## config.mk

```make
export PLATFORM = sky130hd
export DESIGN_NAME = cau_queue
export DESIGN_NICKNAME = d
export VERILOG_FILES = /design/src/rtl/cau_pkg.sv /design/src/rtl/cau_queue.sv
export SDC_FILE = /design/constraint.sdc
export NUM_CORES = 1
export LEC_CHECK = 0
export BUFFER_PORTS_ARGS = -buffer_cell sky130_fd_sc_hd__buf_2
export CAP_MARGIN = 5
export CORE_AREA = 4 4 213 215
export CTS_CLUSTER_DIAMETER = 200
export DETAILED_ROUTE_END_ITERATION = 10
export DIE_AREA = 0 0 217 219
export GPL_ROUTABILITY_DRIVEN = 0
export HOLD_SLACK_MARGIN = 0.02
export REMOVE_ABC_BUFFERS = 1
export SLEW_MARGIN = 20
export SYNTH_ARGS = -nofsm -noshare
export SYNTH_HDL_FRONTEND = slang
export SYNTH_SLANG_ARGS = --single-unit
```

## constraint.sdc

```tcl
create_clock -name clk -period 6.5 [get_ports clk]
set_input_delay 1.3 -clock clk [delete_from_list [all_inputs] [get_ports clk]]
set_output_delay 1.3 -clock clk [all_outputs]
set_load 0.05 [all_outputs]
```

## src/rtl/cau_pkg.sv

```systemverilog
// Shared types, constants and saturation helpers for the complex arithmetic unit.
// No dependencies.
package cau_pkg;

  localparam int FRAC_BITS_DEF = 16;
  localparam int QDEPTH        = 4;
  localparam int QPTR_W        = 2;
  localparam int DIV_QBITS     = 34;
  localparam int DIV_W         = 64 + DIV_QBITS;
  localparam int DIV_CNT_W     = 6;

  localparam logic [1:0] MODE_ADD = 2'd0;
  localparam logic [1:0] MODE_SUB = 2'd1;
  localparam logic [1:0] MODE_MUL = 2'd2;
  localparam logic [1:0] MODE_DIV = 2'd3;

  typedef enum logic [2:0] {
    OP_ADD = 3'd0,
    OP_SUB = 3'd1,
    OP_MUL = 3'd2,
    OP_DIV = 3'd3,
    OP_DZ  = 3'd4
  } op_t;

  typedef struct packed {
    op_t                op;
    logic signed [31:0] a_re;
    logic signed [31:0] a_im;
    logic signed [31:0] b_re;
    logic signed [31:0] b_im;
  } item_t;

  typedef struct packed {
    logic                 done;
    logic                 neg_re;
    logic                 neg_im;
    logic [DIV_QBITS-1:0] q_re;
    logic [DIV_QBITS-1:0] q_im;
  } div_res_t;

  // {overflow, value} from a wide signed value
  function automatic logic [32:0] sat_s65(input logic signed [64:0] v);
    logic [32:0] r;
    if (v > 65'sh0_7FFF_FFFF) begin
      r = {1'b1, 32'h7FFF_FFFF};
    end else if (v < -65'sh0_8000_0000) begin
      r = {1'b1, 32'h8000_0000};
    end else begin
      r = {1'b0, v[31:0]};
    end
    return r;
  endfunction

  // {overflow, value} from sign and magnitude
  function automatic logic [32:0] sat_sm(input logic neg, input logic [DIV_QBITS-1:0] q);
    logic [32:0] r;
    if (neg) begin
      if (q > DIV_QBITS'(34'h0_8000_0000)) begin
        r = {1'b1, 32'h8000_0000};
      end else begin
        r = {1'b0, (~q[31:0]) + 32'd1};
      end
    end else begin
      if (q > DIV_QBITS'(34'h0_7FFF_FFFF)) begin
        r = {1'b1, 32'h7FFF_FFFF};
      end else begin
        r = {1'b0, q[31:0]};
      end
    end
    return r;
  endfunction

endpackage

```

## src/rtl/cau_queue.sv

```systemverilog
// Short item queue between front and back end.
// Depends on cau_pkg.
module cau_queue import cau_pkg::*; (
  input  logic  clk,
  input  logic  rst_n,
  input  logic  push,
  input  item_t push_item,
  input  logic  pop,
  output item_t pop_item,
  output logic  empty,
  output logic  full
);

  item_t             mem_r [QDEPTH];
  logic [QPTR_W-1:0] wp_r, rp_r;
  logic [QPTR_W:0]   cnt_r, cnt_nxt;

  always_comb begin
    cnt_nxt = cnt_r;
    if (push && !pop) cnt_nxt = cnt_r + (QPTR_W+1)'(1);
    if (pop && !push) cnt_nxt = cnt_r - (QPTR_W+1)'(1);
  end

  always_ff @(posedge clk) begin
    if (!rst_n) begin
      wp_r  <= '0;
      rp_r  <= '0;
      cnt_r <= '0;
    end else begin
      if (push) wp_r <= wp_r + QPTR_W'(1);
      if (pop)  rp_r <= rp_r + QPTR_W'(1);
      cnt_r <= cnt_nxt;
    end
  end

  always_ff @(posedge clk) begin
    if (push) mem_r[wp_r] <= push_item;
  end

  assign pop_item = mem_r[rp_r];
  assign empty    = (cnt_r == '0);
  assign full     = (cnt_r == (QPTR_W+1)'(QDEPTH));

endmodule

```

==> flow_summary.json <==
{
  "hold_class": "reg2reg",
  "first_pass_iters": 4,
  "grt_max_degree": 90,
  "die_x_um": 217,
  "dieHeight_um": 219,
  "power.density_nw_per_um2": 345,
  "min_period_ns": 4.16,
  "critPathMaxFanout": 58,
  "slew_viol_final": 0,
  "ys_warn_count": 0,
  "synth.distinct_cells": 21,
  "overflow": 0,
  "grt.total_usage_pct": 15.5,
  "insertion_delay_ns": 0.59,
  "fin_setup_tns_ns": 0,
  "vias": 8617,
  "cellLeakagePower_nw": 7.65,
  "die_area_um2": 47500,
  "regToRegEndpoint": "mem_r[1][65]$_DFFE_PP_",
  "crit_chain": "buf_4 > mux4_2 > buf_2",
  "nNetsFinal": 1176,
  "cts_buffers": 54,
  "syn_area_um2": 19400,
  "setup_slack_ns": 2.34,
  "vias_per_cell": 5.18,
  "wl_per_cell_um": 22.4,
  "place_inst": 1571,
  "rsz0062_at_grt": "false",
  "min_period_over_period_pct": 64.0,
  "cts_hold_buf": 0,
  "drt-total-wl_mm": 37.3,
  "synth_top_area_cell": "edfxtp_1",
  "drtAntennaViolNets": 0,
  "fin_cells": 1665,
  "place_area_um2": 21400,
  "ios": 268,
  "cp_slowest_stage_delay_ns": 0.90,
  "post_cts_resized": 0,
  "hold_start": "cnt_r[2]$_SDFFE_PN0P_",
  "r2r_start": "wp_r[0]$_SDFFE_PN0P_",
  "synth.area.top_cells": "edfxtp_1 81%, mux4_2 15%, dfxtp_1 0.93%",
  "fmax_mhz": 240,
  "grt_pass1_wl_mm": 56.0,
  "timing.hold.ws_ns": 0.513,
  "worst-endpoint-arrival_ns": 2.86,
  "cp_data_required_time_ns": 5.20,
  "syn_to_final_growth_pct": 18.6,
  "min_to": "cnt_r[2]$_SDFFE_PN0P_",
  "end_kind": "output pin",
  "cp_top_family": "flip-flops",
  "layout-drive-gt1-share_pct": 45.4,
  "antenna_found_initial": 8,
  "dp_slack_ns": 2.81,
  "cp_num_buf_inv": 2,
  "rrSetupSlack_ns": 4.14,
  "synthesis.instances": 731,
  "hold_viol_final": 0,
  "clockBufferDepth": 3,
  "postCtsSetupRepairBufs": 0,
  "whs_path_depth": 2,
  "syn_avg_cell_area_um2": 26.5,
  "irDropWorstVdd_mv": 0.258,
  "ys_seq_area_share_pct": 82.2,
  "finClkSkew_ns": 0.0163,
  "clk_pin_slew_worst_paths_ns": 0.06,
  "clock_sinks": 533,
  "port-buffer-count": 267,
  "initial_core_util_pct": 44.2,
  "maxCapViolations": 0,
  "rows": 77,
  "path_class": "reg2out",
  "critical_path.startpoint_type": "register",
  "post-route-drc-count": 0,
  "dp_hpwl_mm": 21.8,
  "drtIter0Drc": 518,
  "status": "completed",
  "ff2ff_path_depth": 3,
  "setup_viol": 0,
  "fin_area_um2": 23000,
  "slew-limit-headroom_pct": 37.1,
  "synth_top_area_share_pct": 81.3,
  "synth_seq_cells": 533,
  "crit_slowest_cell": "dfxtp_4",
  "ctsRootBufferMaster": "clkbuf_16",
  "cts_htree_levels": 2,
  "core_um2": 43700,
  "cts_tree": "done",
  "worst_pin_slew_ns": 0.943,
  "grt_pass1_vias": 9008
}
==> cells in the mapped netlist, drive strengths merged <==
master	count
buf	25
and2	10
nand2	2
xor2	3
fa	1
mux2i	1
and3	1
xnor2	2
or3	1
inv	6
o21ai	2
nor3	1
clkbuf	5
dfxtp	9
a21boi	1
nor2b	1
ha	5
edfxtp	524
mux4	131
==> through the flow <==
stage | power (mW) | util [%]
after floorplan | 4.90 | -
after global placement | 5.17 | 48.8
after detailed placement | 5.18 | 48.8
after CTS | 8.03 | 52.5
after global routing | 8.23 | 52.5
final | 7.92 | 52.5
==> cell families after synthesis <==
group | synth area share, %
multiplexers | 15.3
AO/OA/AOI/OAI | 0.0905
XOR/XNOR | 0.226
AND/OR/NAND/NOR | 0.485
flip-flops | 82.2
buffers and inverters | 1.23
adder cells (fa/ha/maj) | 0.427
==> how the worst max path moves through the flow <==
stage,end,slack (ns),depth (start not counted)
2_1_floorplan,pop_item[0],-1.13,1
3_3_place_gp,pop_item[42],2.81,3
3_5_place_dp,pop_item[42],2.81,3
4_1_cts,pop_item[25],2.16,3
5_1_grt,pop_item[25],2.18,3
6_report,pop_item[86],2.34,3
==> state kept, by name (all words and copies together) (netlist names), named ones only <==
| signal | cells |
|---|---|
| rp_r | 2 |
| mem_r | 524 |
| cnt_r | 3 |
| wp_r | 2 |
==> layer usage <==
| metal | track usage [%] | up-vias | share of wire, % | routed length [um] |
|---|---|---|---|---|
| met5 | 0 | - | 0.22 | 83 |
| met4 | 4.58 | 12 | 2.0 | 729 |
| met3 | 5.04 | 66 | 7.6 | 2830 |
| met2 | 24.5 | 236 | 49 | 18200 |
| met1 | 21.0 | 4540 | 41 | 15400 |
| li1 | - | 3763 | - | - |
==> report_power, final <==
group	internal (mW)	switching [mW]	leakage, nW
Sequential	3.95	0.0465	4.89
Clock	1.63	1.20	0.789
Combinational	0.317	0.770	1.97
==> tightest hold or removal path, stage by stage, from the launching register on <==
cell	delay, ns
dfxtp_1	0.32
o21ai_0	0.07
a21boi_0	0.07
==> cell type report <==
class	instances	area (um^2)
antenna	2	5.00
clock buffer	68	1400
clock inverter	24	200
fill	3496	20800
inverter	6	22.5
multi-input combinational	162	3210
sequential	533	15900
tap	592	741
timing repair buffer	278	1460
==> cell usage in the layout (no fill, tap or decap), drive strengths merged <==
cell and count:
clkbuf 68, and2 10, buf 278, fa 1, nor3 1, mux4 131, clkinvlp 1, clkinv 20
bufinv 3, mux2i 1, xnor2 2, nor2b 1, nand2 2, a21boi 1, dfxtp 9, o21ai 2
diode 2, inv 6, and3 1, or3 1, edfxtp 524, xor2 3, ha 5
Power figures use the tool's default switching activity.
