## config.mk

```make
export PLATFORM = sky130hd
export DESIGN_NAME = cau_front
export DESIGN_NICKNAME = d
export VERILOG_FILES = /design/src/rtl/cau_pkg.sv /design/src/rtl/cau_front.sv
export SDC_FILE = /design/constraint.sdc
export NUM_CORES = 1
export LEC_CHECK = 0
export BUFFER_PORTS_ARGS = -buffer_cell sky130_fd_sc_hd__buf_4
export CAP_MARGIN = 10
export CORE_AREA = 2 2 103 105
export DETAILED_ROUTE_END_ITERATION = 16
export DIE_AREA = 0 0 105 107
export SYNTH_ARGS = -nofsm -noshare
export SYNTH_HDL_FRONTEND = slang
export SYNTH_SLANG_ARGS = --single-unit
```

## constraint.sdc

```tcl
create_clock -name vclk -period 1.25
set_input_delay 0.25 -clock vclk [all_inputs]
set_output_delay 0.25 -clock vclk [all_outputs]
set_load 0.01 [all_outputs]
```

## src/rtl/cau_pkg.sv

```systemverilog
// Shared types, constants and saturation helpers for the complex arithmetic unit.
// No dependencies.
package cau_pkg;

  localparam int FRAC_BITS_DEF = 16;
  localparam int QDEPTH        = 4;
  localparam int QPTR_W        = 2;
  localparam int DIV_QBITS     = 34;
  localparam int DIV_W         = 64 + DIV_QBITS;
  localparam int DIV_CNT_W     = 6;

  localparam logic [1:0] MODE_ADD = 2'd0;
  localparam logic [1:0] MODE_SUB = 2'd1;
  localparam logic [1:0] MODE_MUL = 2'd2;
  localparam logic [1:0] MODE_DIV = 2'd3;

  typedef enum logic [2:0] {
    OP_ADD = 3'd0,
    OP_SUB = 3'd1,
    OP_MUL = 3'd2,
    OP_DIV = 3'd3,
    OP_DZ  = 3'd4
  } op_t;

  typedef struct packed {
    op_t                op;
    logic signed [31:0] a_re;
    logic signed [31:0] a_im;
    logic signed [31:0] b_re;
    logic signed [31:0] b_im;
  } item_t;

  typedef struct packed {
    logic                 done;
    logic                 neg_re;
    logic                 neg_im;
    logic [DIV_QBITS-1:0] q_re;
    logic [DIV_QBITS-1:0] q_im;
  } div_res_t;

  // {overflow, value} from a wide signed value
  function automatic logic [32:0] sat_s65(input logic signed [64:0] v);
    logic [32:0] r;
    if (v > 65'sh0_7FFF_FFFF) begin
      r = {1'b1, 32'h7FFF_FFFF};
    end else if (v < -65'sh0_8000_0000) begin
      r = {1'b1, 32'h8000_0000};
    end else begin
      r = {1'b0, v[31:0]};
    end
    return r;
  endfunction

  // {overflow, value} from sign and magnitude
  function automatic logic [32:0] sat_sm(input logic neg, input logic [DIV_QBITS-1:0] q);
    logic [32:0] r;
    if (neg) begin
      if (q > DIV_QBITS'(34'h0_8000_0000)) begin
        r = {1'b1, 32'h8000_0000};
      end else begin
        r = {1'b0, (~q[31:0]) + 32'd1};
      end
    end else begin
      if (q > DIV_QBITS'(34'h0_7FFF_FFFF)) begin
        r = {1'b1, 32'h7FFF_FFFF};
      end else begin
        r = {1'b0, q[31:0]};
      end
    end
    return r;
  endfunction

endpackage

```

## src/rtl/cau_front.sv

```systemverilog
// Front end: accepts items and classifies them into internal operations.
// Depends on cau_pkg.
module cau_front import cau_pkg::*; (
  input  logic               start,
  input  logic               full,
  input  logic [1:0]         in_mode,
  input  logic signed [31:0] in_a_re,
  input  logic signed [31:0] in_a_im,
  input  logic signed [31:0] in_b_re,
  input  logic signed [31:0] in_b_im,
  output logic               busy,
  output logic               push,
  output item_t              item
);

  op_t op;

  always_comb begin
    case (in_mode)
      MODE_ADD: op = OP_ADD;
      MODE_SUB: op = OP_SUB;
      MODE_MUL: op = OP_MUL;
      MODE_DIV: op = (in_b_re == 32'sd0 && in_b_im == 32'sd0) ? OP_DZ : OP_DIV;
      default:  op = OP_ADD;
    endcase
  end

  assign busy      = full;
  assign push      = start && !full;
  assign item.op   = op;
  assign item.a_re = in_a_re;
  assign item.a_im = in_a_im;
  assign item.b_re = in_b_re;
  assign item.b_im = in_b_im;

endmodule

```

==> metrics list, run 1 <==
- The share of total power dissipated in the clock network is 0%.
- Sequential cell area: 0 µm²
- For the pin with the worst max-slew slack, the measured transition is 0.304 ns.
* Violations in the final reports: setup timing
* Final worst path period share: 140%
- Sequential cells were found to cover 0% of the synthesized design area.
- Min setup slack post-route: -0.498 ns
- The run finished, with violations left.
* Relative slew slack: between 70% and 80%
* Number of sequential cells: 0
- Comb power frac: 100.0%
- Data arrives at the worst endpoint at approximately 1.5 ns.
* Number of antenna violations at the first check in global routing: 0
- Averaged over all synthesized cells, the footprint is 7.26 µm².
* Leading cell type in the layout, fill and taps excluded: sky130_fd_sc_hd__buf_4
- Number of detailed-route iterations in the first pass: 2
* # DRC: 0
- Number of inserted diodes: 0
- After synthesis, the largest family of logic cells by area is buffers and inverters.
* Part of the total power dissipated in sequential elements: 0%
- The worst-case IR drop observed on VDD is slightly below 70 µV.
- First-pass GRT wire length: 4910 µm
* Number of nets in the layout: 319
- Number of ports placed on the die boundary: 265
- Final slew viol count: 0
* Sw frac: 37.6%
- DRT antenna net count: 0
- Hold violation count in the final report: 0
* Commonest cells after routing, fill and taps aside: sky130_fd_sc_hd__buf_4 (153), sky130_fd_sc_hd__nor4_1 (10), sky130_fd_sc_hd__nand4_1 (4)
- The HPWL after detailed placement is around 3300 µm.
* Final Critical Period: 1.75 ns
- Area of the placeable core: a little over 0.01 mm²
- The worst setup path is captured at an output pin.
- Critical path type: primary input to output pin
- For this run, the total global-route usage over all layers was measured as 5.37%.
* Busiest metal layer after global routing: met2
* Area enclosed by the die boundary: 0.0112 mm²
- Walking the worst path, the cells encountered are buf_4, nor4_4, nand4_1, nor3_2, and3_4, buf_6.
- Post-synthesis adder-cell area fraction: 0%
* Total negative setup slack: -1.38 ns
- Leak Pwr: just under 0.8 nW
- Power spread over the standard cell area amounts to 323 mW/mm².
- Cell internal power was estimated by the tool at 322 µW.
- Compound-cell area share of the yosys netlist: less than 1%
- Initial core utilization: 11.4%
- DIE HEIGHT: 107 µm
- The slowest stage of the critical path belongs to the cell sky130_fd_sc_hd__nor3_2.
- Core occupancy in the finished layout: 15.8%
- The path class of the tightest hold or removal check is primary input to output pin.
- Number of hold buffers added after CTS: 0
- Counting distinct cell types in the post-synthesis netlist gives 10.
- Of the post-synthesis cell area, the part taken by muxes is 0%.
- Summed over all layers, the routed wires come to 3610 µm.
- Most area-consuming cells after synthesis: sky130_fd_sc_hd__buf_4 (84%), sky130_fd_sc_hd__nor4_1 (8.2%), sky130_fd_sc_hd__nand4_1 (2.2%)
- The finished cells cover approximately 0.0016 mm².
- DRT iter0 DRCs: 9
- Routability-driven placement finished with a final weighted congestion of 0.581.
* Delay of the slowest cell on the worst path: 0.30 ns
* Number of instances in the synthesized netlist: 158
* Req. time, crit path: 1.00 ns
- Worst path buffer plus inverter count: 2
- The worst hold path passes through 0 cells.
* CP Max Fanout: 3
- Area used by multi-input combinational logic: 234 µm²
* Fin Hold WS: 0.500 ns
- Met2 GRT Util: a little under a tenth
* Post-Synth Simple-Gate Area: 14.1%
* Share of the synthesized area in the top cell type: 84.4%
* Met1 capacity usage during global routing: under 10%
- Input and output buffers added on the ports amount to 137.
* Number of violations of the max-capacitance limit: 0
- Total power for the finished layout comes to a little over 500 µW.
* Xor and xnor area share after synthesis: 0%
- Across all layers, the routed design uses 979 vias.
- The worst hold path begins at in_a_im[14].
- In the final layout, the share of cells above drive strength 1 is 88.6%.
- Final setup fails: 3
- Synth Cell Area: roughly 0.0011 mm²
* Startpoint types: primary input
- Number of vias per cell after detailed routing: 3.05
- Relative to the synthesized area, the layout overhead comes to 39.3%.
* Die W: around 110 µm
- Maximum number of pins on one net before global-route repair: 4
* Placed instance area: 0.00155 mm²
- The analysis attributes to net switching a power of a little under 200 µW.
- RSZ-0062 raised after global routing: true
- Row generation in the floorplan step produced 37 rows.
* Crit path max-delay family: simple AND/OR/NAND/NOR gates
- After global routing the overflow that remains totals 0.
- Maximum operating frequency: approximately 570 MHz
- Number of clock-tree buffers in the layout: 0
* Count of filler cells inserted in the layout: 1,158
* Via count of the first global-routing pass: 982
* Grt met3 use: between 1 and 1.5%
- For hold timing, the worst endpoint is item[78].
- Yosys top cell by area: sky130_fd_sc_hd__buf_4
- DR WL/cell: 11.2 µm
- Syn nets: 290
- Synthesis Warnings: 0
[Yosys cell counts]
library cell / count
sky130_fd_sc_hd__buf_4: 129
sky130_fd_sc_hd__nor2b_1: 1
sky130_fd_sc_hd__inv_1: 2
sky130_fd_sc_hd__nor2_1: 2
sky130_fd_sc_hd__a21oi_1: 2
sky130_fd_sc_hd__and3_1: 1
sky130_fd_sc_hd__nand4_1: 4
sky130_fd_sc_hd__nor3_2: 1
sky130_fd_sc_hd__nor4_1: 15
sky130_fd_sc_hd__nor4_2: 1
[how the worst max path moves through the flow]
stage           startpoint        end  slack (ns)  depth (start not counted)
6_report       in_b_im[23]  item[130]       -0.50                          6
5_1_grt        in_b_re[15]  item[130]       -0.60                          6
4_1_cts        in_b_re[15]  item[130]       -0.57                          6
3_5_place_dp   in_b_re[10]  item[130]       -0.89                          6
3_3_place_gp   in_b_re[10]  item[130]       -0.88                          6
2_1_floorplan  in_b_im[23]  item[130]       -0.06                          4
[power by group through the flow]
stage                     registers, mW  clock network (mW)  logic, mW
final                                 0                   0      0.517
after global routing                  0                   0      0.554
after CTS                             0                   0      0.524
after detailed placement              0                   0      0.513
after global placement                0                   0      0.506
after floorplan                       0                   0      0.445
[metrics by stage]
stage	cells	worst slack [ns]
after floorplan	158	-0.0607
after global placement	320	-0.882
after detailed placement	320	-0.891
after CTS	321	-0.573
after global routing	321	-0.600
final	321	-0.498
[cells by family after synthesis]
family / count (synthesis)
AND/OR/NAND/NOR: 25
AO/OA/AOI/OAI: 2
buffers and inverters: 131
[layout make-up]
cell class / instances / share of cell area [%]
inverters: 2 / 0.470
repair buffers: 156 / 74.2
well taps: 136 / 10.6
multi-input cells: 27 / 14.6
[timing repair]
| action | 4_1_cts | 5_1_grt |
|---|---|---|
| endpoints found under the setup margin | 3 | 3 |
| pin swaps | 5 | 4 |
| buffers inserted | 1 | 0 |
| resized for setup | 6 | 1 |
[routing by layer]
layer / vias to the layer above / share of wire [%]
li1: 442 / -
met5: - / 0
met4: 0 / 6.1
met3: 30 / 12
met1: 420 / 32
met2: 87 / 50
No activity file was read; power rests on OpenSTA's default activity.
==> run 2: changes to the inputs <==
- CORE_AREA: 2 2 103 105 -> 2 2 104 106
- DIE_AREA: 0 0 105 107 -> 0 0 106 108
- clock period: 1.25 -> 2.05 ns (I/O delays scaled with it)
==> run 2 against run 1 <==
Effect of this change:
- the flow still finishes with violations (setup timing)
- clock-buffer cell count unchanged
- via count down 3.1%
- global-route usage up 0.057 points
- cell area down 3.5%
- highest routed layer unchanged
- final cell count down 3.7%
- utilization down 0.77 points
- sequential share of layout area unchanged
- critical path depth up 1
==> metrics list, run 2 (synthesis gave the netlist of run 1 again) <==
* Number of clock-tree buffers in the layout: 0 (unchanged)
- Number of inserted diodes: 0 (unchanged)
* Maximum operating frequency: 487 MHz
* Total Routed Length: 3870 µm (was 3610 µm)
* Top layer used by detailed routing: met4 (unchanged)
* Met2 wirelength from detailed routing: 2070 µm (was 1800 µm)
* Final slew viol count: 0 (unchanged)
- Maximum number of pins on one net before global-route repair: 4 (unchanged)
* Number of ports placed on the die boundary: 265 (unchanged)
* Number of detailed-route iterations in the first pass: 2 (unchanged)
- Outcome: complete, but fails checks (unchanged)
- Placed instance area: 0.00143 mm² (was 0.00155 mm²)
* Final setup fails: 1 (was 3)
- The first-pass GRT wire length was 4830 µm (was 4910 µm).
* Worst ir drop on vdd: 45.9 µV (was 69.5 µV)
- Area growth, synth to finish: 34.4% (was 39.3%)
- Number of vias per cell after detailed routing: 3.07 (was 3.05)
- The met1 routed wirelength after detailed routing is 1070 µm (was 1170 µm).
* Number of antenna violations at the first check in global routing: 0 (unchanged)
- DR WL/cell: 12.5 µm (was 11.2 µm)
- The worst-case headroom to the max-slew limit is 79.7% (was 79.5%).
- The placeable core region is 0.0102 mm² (was 0.0101 mm²).
- DIE HEIGHT: 108 µm (was 107 µm)
- The leakage power total was 0.749 nW (was 0.795 nW).
- The half-perimeter wire length after detailed placement was 3540 µm (was 3350 µm).
- Power Density: 197 mW/mm² (was 323 mW/mm²)
- Startpoint types: primary input (unchanged)
* DRT antenna net count: 0 (unchanged)
- The number of buffer cells added on primary ports came to 137 (unchanged).
- The leftover overflow at the end of global routing is 0 (unchanged).
- Count of filler cells inserted in the layout: 1,174 (was 1,158)
* Critical path type: primary input to output pin (unchanged)
- The final net count was 307 (was 319).
- Req. time, crit path: 1.64 ns (was 1.00 ns)
- Violations in the final reports: setup timing (unchanged).
* Final RePlAce weighted congestion: 0.620 (was 0.581)
* Die W: 106 µm (was 105 µm)
- Fin Hold WS: 0.820 ns (was 0.500 ns)
* Transition time of the tightest slew-check pin: 0.301 ns (was 0.304 ns)
* Share of cells above drive strength 1: 89.0% (was 88.6%)
* Number of sequential cells: 0 (unchanged)
- The area enclosed by the die boundary is 0.0114 mm² (was 0.0112 mm²).
- The remaining design rule violation count was 0 (unchanged).
- Post-Place Setup Slack: -0.101 ns (was -0.891 ns)
- Dividing the final minimum period by the clock period gives 100%.
- The final count of hold timing violations was 0 (unchanged).
* Worst hold-check path type: primary input to output pin (unchanged)
* Met3 Routed Length: 530 µm (was 419 µm)
- The first-iteration detailed-routing DRC count is 25 (was 9).
- Overall routing resource usage: 5.43% (was 5.37%)
- Sequential cell area: 0 µm² (unchanged)
- The number of placement rows came to 37 (unchanged).
- The critical path data arrival time is 1.64 ns (was 1.50 ns).
- Final Critical Period: 2.05 ns
- The initial core utilization is 11.2% (was 11.4%).
- The number of global-route vias before repair came to 922 (was 982).
* RSZ-0062 raised after global routing: true (unchanged)
- The reported max-cap violation count was 0 (unchanged).
- The overall power after layout is 304 µW (was 517 µW).
- CP Max Fanout: 3 (unchanged)
- Min setup slack post-route: -0.00400 ns (was -0.498 ns)
* Commonest cells after routing, fill and taps aside: sky130_fd_sc_hd__buf_4 (137), sky130_fd_sc_hd__nor4_1 (7), sky130_fd_sc_hd__buf_6 (7) (was sky130_fd_sc_hd__buf_4 (153), sky130_fd_sc_hd__nor4_1 (10), sky130_fd_sc_hd__nand4_1 (4))
* Type of element capturing the critical path: output pin (unchanged)
- The area of all placed cells without fillers came to 0.00154 mm² (was 0.00160 mm²).
- The via count was 949 (was 979).
- Leading cell type in the layout, fill and taps excluded: sky130_fd_sc_hd__buf_4 (unchanged)
-- run 2: cell types whose count changed in the layout (fill, tap and decap cells not counted), sizes merged --
cell	before	now
buf	156	144
-- run 2: cell type report --
type                       count  area (µm²)  area share, %
timing repair buffer         144        1110           71.8
multi-input combinational     27         256           16.6
tap                          136         170           11.0
inverter                       2        7.51          0.487
-- run 2: path summary, 6_finish.rpt --
path | depth (start not counted) | start | slack [ns] | end
setup / recovery | 7 | in_b_im[16] | -0.004 | item[130]
hold / removal | 0 | in_a_re[6] | 0.82 | item[102]
-- run 2: repair_timing --
action,in CTS,in global routing
hold buffers,0,0
pin swaps,4,6
setup endpoints to repair,3,3
buffers inserted,0,0
gates resized for setup,7,12
-- run 2: worst max-delay path: stages --
cell and delay [ns]:
sky130_fd_sc_hd__buf_6 0.10, sky130_fd_sc_hd__nor4_4 0.24, sky130_fd_sc_hd__buf_4 0.14, sky130_fd_sc_hd__nand4_1 0.13, sky130_fd_sc_hd__nor3_2 0.31, sky130_fd_sc_hd__and3_1 0.21, sky130_fd_sc_hd__buf_6 0.10
-- run 2: layer usage --
metal	track usage, %	vias up
li1	-	418
met1	4.73	406
met2	10.8	93
met3	1.69	32
met4	3.20	0
met5	0	-
-- run 2: through the flow --
stage | cells | utilization (%) | setup TNS [ns]
after global placement | 309 | 14.0 | -0.0628
final | 309 | 15.1 | -0.00400
after detailed placement | 309 | 14.0 | -0.203
after CTS | 309 | 14.3 | -0.0325
after floorplan | 158 | - | 0
after global routing | 309 | 15.1 | -0.135
-- run 2: power by group --
| part | internal (mW) | total, mW | switching, mW |
|---|---|---|---|
| clock network | 0 | 0 | 0 |
| logic | 0.184 | 0.304 | 0.120 |
| registers | 0 | 0 | 0 |
| total | 0.184 | 0.304 | 0.120 |
